### config.mk
export PLATFORM = sky130hd
export DESIGN_NAME = voice_buffer_slot_allocator_unit_flat
export DESIGN_NICKNAME = d
export VERILOG_FILES = /design/src/hw/rtl/vbsa_pkg.sv /design/src/hw/rtl/vbsa_req_if.sv /design/src/hw/rtl/vbsa_rsp_if.sv /design/src/hw/rtl/vbsa_ram.sv /design/src/hw/rtl/vbsa_ctrl.sv /design/src/hw/rtl/vbsa_datapath.sv /design/src/hw/rtl/voice_buffer_slot_allocator_unit.sv /design/src/flat_wrapper.sv
export SDC_FILE = /design/constraint.sdc
export NUM_CORES = 1
export LEC_CHECK = 0
export ABC_CLOCK_PERIOD_IN_PS = 8200
export BUFFER_PORTS_ARGS = -buffer_cell sky130_fd_sc_hd__buf_2
export CORE_UTILIZATION = 33
export CTS_CLUSTER_SIZE = 20
export DETAILED_ROUTE_END_ITERATION = 7
export GPL_TIMING_DRIVEN = 0
export PLACE_DENSITY = 0.55
export SLEW_MARGIN = 10
export SYNTH_ARGS = -nofsm -noshare
export SYNTH_HDL_FRONTEND = slang
export SYNTH_SLANG_ARGS = --single-unit
### constraint.sdc
create_clock -name clk -period 8.2 [get_ports clk]
set_input_delay 1.64 -clock clk [delete_from_list [all_inputs] [get_ports clk]]
set_output_delay 1.64 -clock clk [all_outputs]
set_load 0.02 [all_outputs]
### src/hw/rtl/vbsa_pkg.sv
// ----------------------------------------------------------------------------
// vbsa_pkg: shared types and constants for the voice buffer slot allocator
// Field widths, result codes, register indexes and the control/status
// bundles passed between the controller and the datapath.
// ----------------------------------------------------------------------------
package vbsa_pkg;

	// Default sizing of the entry table.
	localparam int ENTRIES_DEF = 16;

	// Fixed field widths.
	localparam int VOICE_W  = 6;
	localparam int STATUS_W = 2;
	localparam int SLOT_W   = 4;
	localparam int HANDLE_W = 24;
	localparam int GEN_W    = 16;
	localparam int COUNT_W  = 5;
	localparam int CFG_IDX_W  = 1;
	localparam int CFG_DATA_W = 5;

	// Configuration register indexes.
	localparam logic [CFG_IDX_W-1:0] CFG_ENTRY_COUNT = 1'b0;
	localparam logic [CFG_IDX_W-1:0] CFG_NOTIFY      = 1'b1;

	// Result status codes.
	localparam logic [STATUS_W-1:0] ST_GRANTED   = 2'd0;
	localparam logic [STATUS_W-1:0] ST_NO_FREE   = 2'd1;
	localparam logic [STATUS_W-1:0] ST_NO_NOTIFY = 2'd2;

	// Commands from the controller to the datapath.
	typedef struct packed {
		logic start;      // latch the request and reset the scan
		logic scan_free;  // step the free/first-inactive scan
		logic take;       // mark the found entry active
		logic gen_start;  // draw the next generation candidate
		logic scan_gen;   // step the generation collision scan
		logic commit;     // write owner and generation of the new entry
		logic finish;     // load the result register
	} vbsa_cmd_t;

	// Status from the datapath to the controller.
	typedef struct packed {
		logic scan_done;  // all entries issued and the compare stage drained
		logic found;      // an inactive entry was found
		logic hit;        // the candidate generation collides
		logic out_free;   // the result register can take a new result
	} vbsa_stat_t;

endpackage

### src/hw/rtl/vbsa_req_if.sv
// ----------------------------------------------------------------------------
// vbsa_req_if: claim request channel
// Valid/ready channel carrying the voice that claims a buffer entry.
// ----------------------------------------------------------------------------
interface vbsa_req_if
	import vbsa_pkg::*;
();
	logic               valid;
	logic               ready;
	logic [VOICE_W-1:0] voice;

	modport source (output valid, output voice, input ready);
	modport sink   (input valid, input voice, output ready);
endinterface

### src/hw/rtl/vbsa_rsp_if.sv
// ----------------------------------------------------------------------------
// vbsa_rsp_if: claim result channel
// Valid/ready channel carrying status, slot and handle of one claim.
// ----------------------------------------------------------------------------
interface vbsa_rsp_if
	import vbsa_pkg::*;
();
	logic                valid;
	logic                ready;
	logic [STATUS_W-1:0] status;
	logic [SLOT_W-1:0]   slot;
	logic [HANDLE_W-1:0] handle;

	modport source (output valid, output status, output slot, output handle, input ready);
	modport sink   (input valid, input status, input slot, input handle, output ready);
endinterface

### src/hw/rtl/vbsa_ram.sv
// ----------------------------------------------------------------------------
// vbsa_ram: generic single-write, single-read RAM
// One write port and one read port with registered read data.
// ----------------------------------------------------------------------------
module vbsa_ram #(
	parameter int WIDTH = 8,
	parameter int DEPTH = 16
) (
	input  logic                                      clk,
	input  logic                                      wr_en,
	input  logic [((DEPTH > 1) ? $clog2(DEPTH) : 1)-1:0] wr_addr,
	input  logic [WIDTH-1:0]                          wr_data,
	input  logic [((DEPTH > 1) ? $clog2(DEPTH) : 1)-1:0] rd_addr,
	output logic [WIDTH-1:0]                          rd_data
);
	logic [WIDTH-1:0] mem [DEPTH];

	// Write port and registered read port.
	always_ff @(posedge clk) begin
		if (wr_en) begin
			mem[wr_addr] <= wr_data;
		end
		rd_data <= mem[rd_addr];
	end
endmodule

### src/hw/rtl/vbsa_ctrl.sv
// ----------------------------------------------------------------------------
// vbsa_ctrl: allocator controller
// Sequences one claim: release and search scan, entry take, generation
// draw and collision scans, commit and result hand-off.
// ----------------------------------------------------------------------------
module vbsa_ctrl
	import vbsa_pkg::*;
(
	input  logic       clk,
	input  logic       arst_n,
	input  logic       req_valid,
	output logic       req_ready,
	input  vbsa_stat_t stat,
	output vbsa_cmd_t  cmd
);
	localparam logic [2:0] S_IDLE      = 3'd0;
	localparam logic [2:0] S_SCAN      = 3'd1;
	localparam logic [2:0] S_GEN_START = 3'd2;
	localparam logic [2:0] S_GEN_SCAN  = 3'd3;
	localparam logic [2:0] S_COMMIT    = 3'd4;
	localparam logic [2:0] S_DONE      = 3'd5;

	logic [2:0] state_q;
	logic [2:0] state_d;

	assign req_ready = (state_q == S_IDLE);

	// Next state and command decode.
	always_comb begin
		state_d = state_q;
		cmd     = '0;
		case (state_q)
			S_IDLE: begin
				if (req_valid) begin
					cmd.start = 1'b1;
					state_d   = S_SCAN;
				end
			end
			S_SCAN: begin
				cmd.scan_free = 1'b1;
				if (stat.scan_done) begin
					if (stat.found) begin
						cmd.take = 1'b1;
						state_d  = S_GEN_START;
					end else begin
						state_d = S_DONE;
					end
				end
			end
			S_GEN_START: begin
				cmd.gen_start = 1'b1;
				state_d       = S_GEN_SCAN;
			end
			S_GEN_SCAN: begin
				cmd.scan_gen = 1'b1;
				if (stat.scan_done) begin
					state_d = stat.hit ? S_GEN_START : S_COMMIT;
				end
			end
			S_COMMIT: begin
				cmd.commit = 1'b1;
				state_d    = S_DONE;
			end
			S_DONE: begin
				if (stat.out_free) begin
					cmd.finish = 1'b1;
					state_d    = S_IDLE;
				end
			end
			default: begin
				state_d = S_IDLE;
			end
		endcase
	end

	// State register.
	always_ff @(posedge clk or negedge arst_n) begin
		if (!arst_n) begin
			state_q <= S_IDLE;
		end else begin
			state_q <= state_d;
		end
	end
endmodule

### src/hw/rtl/vbsa_datapath.sv
// ----------------------------------------------------------------------------
// vbsa_datapath: allocator datapath
// Holds the configuration, entry active flags, owner and generation RAMs,
// the generation counter, the scan pipeline and the result register.
// ----------------------------------------------------------------------------
module vbsa_datapath
	import vbsa_pkg::*;
#(
	parameter int ENTRIES = ENTRIES_DEF
) (
	input  logic                  clk,
	input  logic                  arst_n,
	input  logic                  cfg_we,
	input  logic [CFG_IDX_W-1:0]  cfg_index,
	input  logic [CFG_DATA_W-1:0] cfg_data,
	input  logic [VOICE_W-1:0]    req_voice,
	input  vbsa_cmd_t             cmd,
	output vbsa_stat_t            stat,
	output logic                  rsp_valid,
	input  logic                  rsp_ready,
	output logic [STATUS_W-1:0]   rsp_status,
	output logic [SLOT_W-1:0]     rsp_slot,
	output logic [HANDLE_W-1:0]   rsp_handle
);
	localparam int IW = (ENTRIES > 1) ? $clog2(ENTRIES) : 1;
	localparam int CW = $clog2(ENTRIES + 1);

	// Configuration registers.
	logic [COUNT_W-1:0] entry_count_q;
	logic               notify_q;

	// Entry state and counter.
	logic [ENTRIES-1:0] active_q;
	logic [GEN_W-1:0]   counter_q;

	// Per-request working registers.
	logic [VOICE_W-1:0] voice_q;
	logic [CW-1:0]      n_q;
	logic [CW-1:0]      idx_q;
	logic               found_q;
	logic [IW-1:0]      slot_q;
	logic [GEN_W-1:0]   gen_q;
	logic               hit_q;

	// Compare stage, aligned with the RAM read data.
	logic               valid_s1;
	logic [IW-1:0]      idx_s1;

	logic [VOICE_W-1:0] owner_rd;
	logic [GEN_W-1:0]   gen_rd;
	logic [CW-1:0]      used;
	logic               scanning;
	logic               owner_match;

	logic                out_valid_q;
	logic [STATUS_W-1:0] out_status_q;
	logic [SLOT_W-1:0]   out_slot_q;
	logic [HANDLE_W-1:0] out_handle_q;

	// Owner and generation stores, read at the scan index.
	vbsa_ram #(.WIDTH(VOICE_W), .DEPTH(ENTRIES)) u_owner_ram (
		.clk     (clk),
		.wr_en   (cmd.commit),
		.wr_addr (slot_q),
		.wr_data (voice_q),
		.rd_addr (idx_q[IW-1:0]),
		.rd_data (owner_rd)
	);

	vbsa_ram #(.WIDTH(GEN_W), .DEPTH(ENTRIES)) u_gen_ram (
		.clk     (clk),
		.wr_en   (cmd.commit),
		.wr_addr (slot_q),
		.wr_data (gen_q),
		.rd_addr (idx_q[IW-1:0]),
		.rd_data (gen_rd)
	);

	// Entries in use, clamped to the table size.
	always_comb begin
		if (8'(entry_count_q) > 8'(ENTRIES)) begin
			used = CW'(ENTRIES);
		end else begin
			used = CW'(entry_count_q);
		end
	end

	assign scanning    = cmd.scan_free | cmd.scan_gen;
	assign owner_match = active_q[idx_s1] && (owner_rd == voice_q);

	assign stat.scan_done = (idx_q == n_q) && !valid_s1;
	assign stat.found     = found_q;
	assign stat.hit       = hit_q;
	assign stat.out_free  = !out_valid_q || rsp_ready;

	assign rsp_valid  = out_valid_q;
	assign rsp_status = out_status_q;
	assign rsp_slot   = out_slot_q;
	assign rsp_handle = out_handle_q;

	// Control state: configuration, active flags, counter, valid bits.
	always_ff @(posedge clk or negedge arst_n) begin
		if (!arst_n) begin
			entry_count_q <= '0;
			notify_q      <= 1'b0;
			active_q      <= '0;
			counter_q     <= '0;
			valid_s1      <= 1'b0;
			out_valid_q   <= 1'b0;
		end else begin
			if (cfg_we) begin
				case (cfg_index)
					CFG_ENTRY_COUNT: entry_count_q <= cfg_data;
					CFG_NOTIFY:      notify_q      <= cfg_data[0];
					default: ;
				endcase
			end
			valid_s1 <= scanning && (idx_q != n_q);
			// Release entries held by the requesting voice.
			if (cmd.scan_free && valid_s1 && owner_match) begin
				active_q[idx_s1] <= 1'b0;
			end
			if (cmd.take) begin
				active_q[slot_q] <= 1'b1;
			end
			if (cmd.gen_start) begin
				counter_q <= counter_q + GEN_W'(1);
			end
			if (cmd.finish) begin
				out_valid_q <= 1'b1;
			end else if (rsp_ready) begin
				out_valid_q <= 1'b0;
			end
		end
	end

	// Working registers and result payload.
	always_ff @(posedge clk) begin
		if (cmd.start) begin
			voice_q <= req_voice;
			n_q     <= used;
			idx_q   <= '0;
			found_q <= 1'b0;
		end
		// Issue one read per cycle until the range is covered.
		if (scanning) begin
			if (idx_q != n_q) begin
				idx_q <= idx_q + CW'(1);
			end
			idx_s1 <= idx_q[IW-1:0];
		end
		// First entry that is inactive after the release.
		if (cmd.scan_free && valid_s1 && !found_q && (!active_q[idx_s1] || owner_match)) begin
			found_q <= 1'b1;
			slot_q  <= idx_s1;
		end
		if (cmd.gen_start) begin
			gen_q <= counter_q;
			idx_q <= '0;
			hit_q <= 1'b0;
		end
		// Candidate collides with a live generation.
		if (cmd.scan_gen && valid_s1 && active_q[idx_s1] && (gen_rd == gen_q)) begin
			hit_q <= 1'b1;
		end
		if (cmd.finish) begin
			if (!found_q) begin
				out_status_q <= ST_NO_FREE;
				out_slot_q   <= '0;
				out_handle_q <= '0;
			end else if (notify_q) begin
				out_status_q <= ST_GRANTED;
				out_slot_q   <= SLOT_W'(slot_q);
				out_handle_q <= {gen_q, 2'b00, voice_q};
			end else begin
				out_status_q <= ST_NO_NOTIFY;
				out_slot_q   <= SLOT_W'(slot_q);
				out_handle_q <= '0;
			end
		end
	end
endmodule

### src/hw/rtl/voice_buffer_slot_allocator_unit.sv
// ----------------------------------------------------------------------------
// voice_buffer_slot_allocator_unit: buffer slot allocator with generation ids
// Top level joining the allocator controller and datapath.
// ----------------------------------------------------------------------------
// One claim request is handled at a time. A claim runs the release and search
// scan over the entries in use (entry_count clamped to ENTRIES); if an entry
// is free it takes it, then runs a generation collision scan for each
// generation number tried, and commits; last it loads the result once the
// result register is free. The scans are paced by the single read port of the
// owner and generation RAMs, which are walked one entry per cycle. The next
// request is accepted as soon as the result is loaded, even while that result
// still waits on rsp. There is no clearing pass after reset.
module voice_buffer_slot_allocator_unit
	import vbsa_pkg::*;
#(
	parameter int ENTRIES = ENTRIES_DEF
) (
	input  logic                  clk,
	input  logic                  arst_n,
	input  logic                  cfg_we,
	input  logic [CFG_IDX_W-1:0]  cfg_index,
	input  logic [CFG_DATA_W-1:0] cfg_data,
	vbsa_req_if.sink              req,
	vbsa_rsp_if.source            rsp
);
	vbsa_cmd_t  cmd;
	vbsa_stat_t stat;

	// Sequencer.
	vbsa_ctrl u_ctrl (
		.clk       (clk),
		.arst_n    (arst_n),
		.req_valid (req.valid),
		.req_ready (req.ready),
		.stat      (stat),
		.cmd       (cmd)
	);

	// Storage, scans and result register.
	vbsa_datapath #(.ENTRIES(ENTRIES)) u_datapath (
		.clk        (clk),
		.arst_n     (arst_n),
		.cfg_we     (cfg_we),
		.cfg_index  (cfg_index),
		.cfg_data   (cfg_data),
		.req_voice  (req.voice),
		.cmd        (cmd),
		.stat       (stat),
		.rsp_valid  (rsp.valid),
		.rsp_ready  (rsp.ready),
		.rsp_status (rsp.status),
		.rsp_slot   (rsp.slot),
		.rsp_handle (rsp.handle)
	);
endmodule

### src/flat_wrapper.sv
// flat-port wrapper written by rule: the top's interface ports become plain ports
module voice_buffer_slot_allocator_unit_flat import vbsa_pkg::*;
#(
	parameter int ENTRIES = ENTRIES_DEF
)
  (clk, arst_n, cfg_we, cfg_index, cfg_data, req_valid, req_voice, req_ready, rsp_valid, rsp_status, rsp_slot, rsp_handle, rsp_ready);
  vbsa_req_if req_i ();
  vbsa_rsp_if rsp_i ();
  input  logic clk;
  input  logic arst_n;
  input  logic cfg_we;
  input  logic [CFG_IDX_W-1:0] cfg_index;
  input  logic [CFG_DATA_W-1:0] cfg_data;
  input wire logic [$bits(req_i.valid)-1:0] req_valid;
  input wire logic [$bits(req_i.voice)-1:0] req_voice;
  output wire logic [$bits(req_i.ready)-1:0] req_ready;
  output wire logic [$bits(rsp_i.valid)-1:0] rsp_valid;
  output wire logic [$bits(rsp_i.status)-1:0] rsp_status;
  output wire logic [$bits(rsp_i.slot)-1:0] rsp_slot;
  output wire logic [$bits(rsp_i.handle)-1:0] rsp_handle;
  input wire logic [$bits(rsp_i.ready)-1:0] rsp_ready;
  assign req_i.valid = req_valid;
  assign req_i.voice = req_voice;
  assign req_ready = req_i.ready;
  assign rsp_valid = rsp_i.valid;
  assign rsp_status = rsp_i.status;
  assign rsp_slot = rsp_i.slot;
  assign rsp_handle = rsp_i.handle;
  assign rsp_i.ready = rsp_ready;
  voice_buffer_slot_allocator_unit #(.ENTRIES(ENTRIES)) u_core (.clk(clk), .arst_n(arst_n), .cfg_we(cfg_we), .cfg_index(cfg_index), .cfg_data(cfg_data), .req(req_i), .rsp(rsp_i));
endmodule
==> impl_metrics.yaml <==
sta:
  period_needed_ns: 3.47
  worst_pin_slew_ns: 1.27
  maxSlewViolCount: 0
  setup_viol: 0
  tns_ns: 0
  period_share_pct: 42.3
  rsz0062_at_grt: "false"
  timing.fmax_ghz: 0.288
  relSlewSlack_pct: 15.5
  hold_viol: 0
  clock_skew_ns: 0.0197
  worst_slack_ns: 4.73
routing:
  drt_iter0_drc: 869
  drt-total-wl_um: 45100
  ant_nets: 0
  drt_first_pass_iters: 5
  viasPerCell: 5.02
  routedWlPerCell_um: 22.9
  drcViolationCount: 0
  vias: 9868
yosys:
  synth_most_common_cell: "edfxtp_1"
  yosys.area.top_type: "edfxtp_1"
  synth_cells: 1056
  ys_seq_area_share_pct: 75.1
  synth_top_family_by_area: "multiplexers"
  ys.flop_type: "edfxtp_1"
  synthXorXnorAreaFrac_pct: 2.00
  ys_warn_count: 0
  synth_top_area_share_pct: 66.3
  synthAdderAreaFrac_pct: 0.133
  async_flop_share_pct: 8.83
  netlist_area_um2: 18800
  syn_avg_cell_area_um2: 17.8
  synthTopCellsByArea: "edfxtp_1 66%, dfrtp_1 5.7%, mux4_2 5.6%"
  synth_compound_area_share_pct: 5.59
  synthSimpleGateAreaFrac_pct: 4.52
  muxShareOfSynthArea_pct: 11.1
  synth-seq-cells: 487
  synth_cell_type_count: 49
  synth_edf_count: 415
  synth_commonest_cells: "415 x edfxtp_1, 69 x mux2i_1, 50 x o21ai_0, 47 x mux4_2, 46 x nand2_1"
die:
  rows: 87
  die_y_um: 241
  coreArea_um2: 56300
  die-area_um2: 57900
  dieWidth_um: 241
  num_io_pins: 49
  start_util_pct: 33.4
layout:
  final_nets: 1189
  antennaDiodeCount: 0
  fin_util_pct: 39.1
  nFillCells: 5125
  drive_gt1_share_pct: 20.9
  multiInputGateArea_um2: 4520
  syn_to_final_growth_pct: 17.0
  seq_area_um2: 14100
global_routing:
  grt_start_max_net_pins: 44
  grt_pass1_wl_um: 65900
  grt_pass1_vias: 10005
  grt.overflow.total: 0
  track_usage_pct: 15.8
  antenna_found_initial: 0
placed_design:
  place_ws_ns: 4.95
  globalplace.congestion: 0.790
  place_hpwl_um: 29400
  io_buffers: 46
pwr:
  power_leakage_nw: 7.10
  p_per_area_nw_per_um2: 285
  irDropWorstVdd_mv: 0.164
  p_total_mw: 6.26
setup_path:
  ff2ff_path_depth: 5
  cp.required_ns: 6.56
  path_cells: "clkbuf_1 > nor3_1 > buf_2"
  end_kind: "output pin"
  startpoint_type: "flop"
  worstSetupPathType: "reg2out"
  worst-path-max-fanout: 10
  critPathArrivalTime_ns: 1.83
  max_stage_delay_ns: 0.39
  critPathSlowestCell: "dfrtp_1"
clock_network:
  cts_buffer_depth: 3
  post_cts_buffers: 0
  hold_buffers: 0
  insertion_delay_ns: 0.58
  cts_max_level: 2
  cts_tree: "yes"
  cts_inserted_buffers: 47
  cts.sinks: 487
  clkTransAtPathRegs_ns: 0.06
  root_buffer: "clkbuf_16"
  ctsResizeCount: 0
min_path:
  holdPathStages: 1
  hold_class: "reg2reg"
flow_run:
  max_cap_violations: 0
status:
  status: "complete, no violations"
[path summary, 6_finish.rpt]
kind                                         startpoint                        endpoint  slack, ns
max in group asynchronous                        arst_n   u_core.u_datapath.active_q[9]       6.28
hold reg to reg              u_core.u_datapath.idx_q[4]      u_core.u_datapath.idx_q[4]       0.48
setup reg to reg           u_core.u_datapath.voice_q[4]  u_core.u_datapath.active_q[12]       5.33
hold / removal               u_core.u_datapath.idx_q[4]      u_core.u_datapath.idx_q[4]       0.48
min in group asynchronous                        arst_n  u_core.u_datapath.counter_q[5]       1.23
setup / recovery               u_core.u_ctrl.state_q[1]                       req_ready       4.73
[stage by stage]
stage                     cell area [um2]  hold slack [ns]  instances
after floorplan                     18800            0.425       1057
after global placement              20000            0.464       1859
after detailed placement            20500            0.476       1877
after CTS                           22000            0.489       1964
after global routing                22000            0.501       1964
final                               22000            0.482       1964
[critical path, delay by kind of cell, from the launching register on]
| family | cells | cell delay (ns) |
|---|---|---|
| AND/OR/NAND/NOR | 1 | 0.38 |
| flip-flops | 1 | 0.39 |
| buffers and inverters | 2 | 0.49 |
[layout make-up]
type / instances / area share, %
Buffer: 56 / 1.17
Clock buffer: 60 / 5.76
Clock inverter: 27 / 0.973
Inverter: 5 / 0.0854
Multi-Input combinational cell: 509 / 20.6
Sequential cell: 487 / 64.2
Tap cell: 756 / 4.30
Timing Repair Buffer: 64 / 2.91
[cells by family (layout without fill, tap and decap cells)]
| family | after synthesis | after routing |
|---|---|---|
| AO/OA/AOI/OAI | 155 | 155 |
| XOR/XNOR | 43 | 43 |
| adder cells (fa/ha/maj) | 2 | 2 |
| buffers and inverters | 61 | 212 |
| flip-flops | 487 | 487 |
| multiplexers | 145 | 145 |
| other | 1 | 2 |
| AND/OR/NAND/NOR | 162 | 162 |
[flip-flops by register name, indices dropped and copies added, names as in the netlist]
register,count
u_core.u_datapath.rsp_handle,22
u_core.u_datapath.valid_s1,1
u_core.u_datapath.slot_q,4
u_core.u_datapath.gen_q,16
u_core.u_ctrl.state_q,3
u_core.u_datapath.u_owner_ram.rd_data,6
u_core.u_datapath.u_owner_ram.mem,96
u_core.u_datapath.notify_q,1
u_core.u_datapath.voice_q,6
u_core.u_datapath.u_gen_ram.mem,256
u_core.u_datapath.found_q,1
u_core.u_datapath.active_q,16
u_core.u_datapath.idx_s1,4
u_core.u_datapath.hit_q,1
u_core.u_datapath.counter_q,16
u_core.u_datapath.rsp_status,2
u_core.u_datapath.entry_count_q,5
u_core.u_datapath.u_gen_ram.rd_data,16
u_core.u_datapath.rsp_valid,1
u_core.u_datapath.n_q,5
u_core.u_datapath.rsp_slot,4
u_core.u_datapath.idx_q,5
[layer usage]
metal / routed length (um) / share of wire [%] / track usage, %
met1: 20600 / 46 / 22.0
met2: 21100 / 47 / 25.0
met3: 2390 / 5.3 / 3.20
met4: 995 / 2.2 / 4.71
met5: 0 / 0 / 0
[report_power, final]
| group | internal, mW | switching [mW] | total, mW | leakage (nW) |
|---|---|---|---|---|
| Combinational | 0.492 | 0.852 | 1.34 | 2.20 |
| Sequential | 2.75 | 0.0686 | 2.82 | 4.17 |
| Clock | 1.19 | 0.912 | 2.10 | 0.728 |
| Total | 4.43 | 1.83 | 6.26 | 7.10 |
[layout by cell type, fill, tap and decap left out, types with 22 or more instances in the layout]
cell type and count:
mux4_2 47, a21oi_1 27, clkbuf_16 48, dfrtp_1 43, o21ai_0 50, nand2_1 46
xnor2_1 24, a22oi_1 22, clkbuf_1 43, buf_2 63, edfxtp_1 415, and3_1 30
mux2_2 28, a221oi_1 22, mux2i_1 69, dfxtp_1 29
Note: power is estimated with default switching activity, not from simulation.
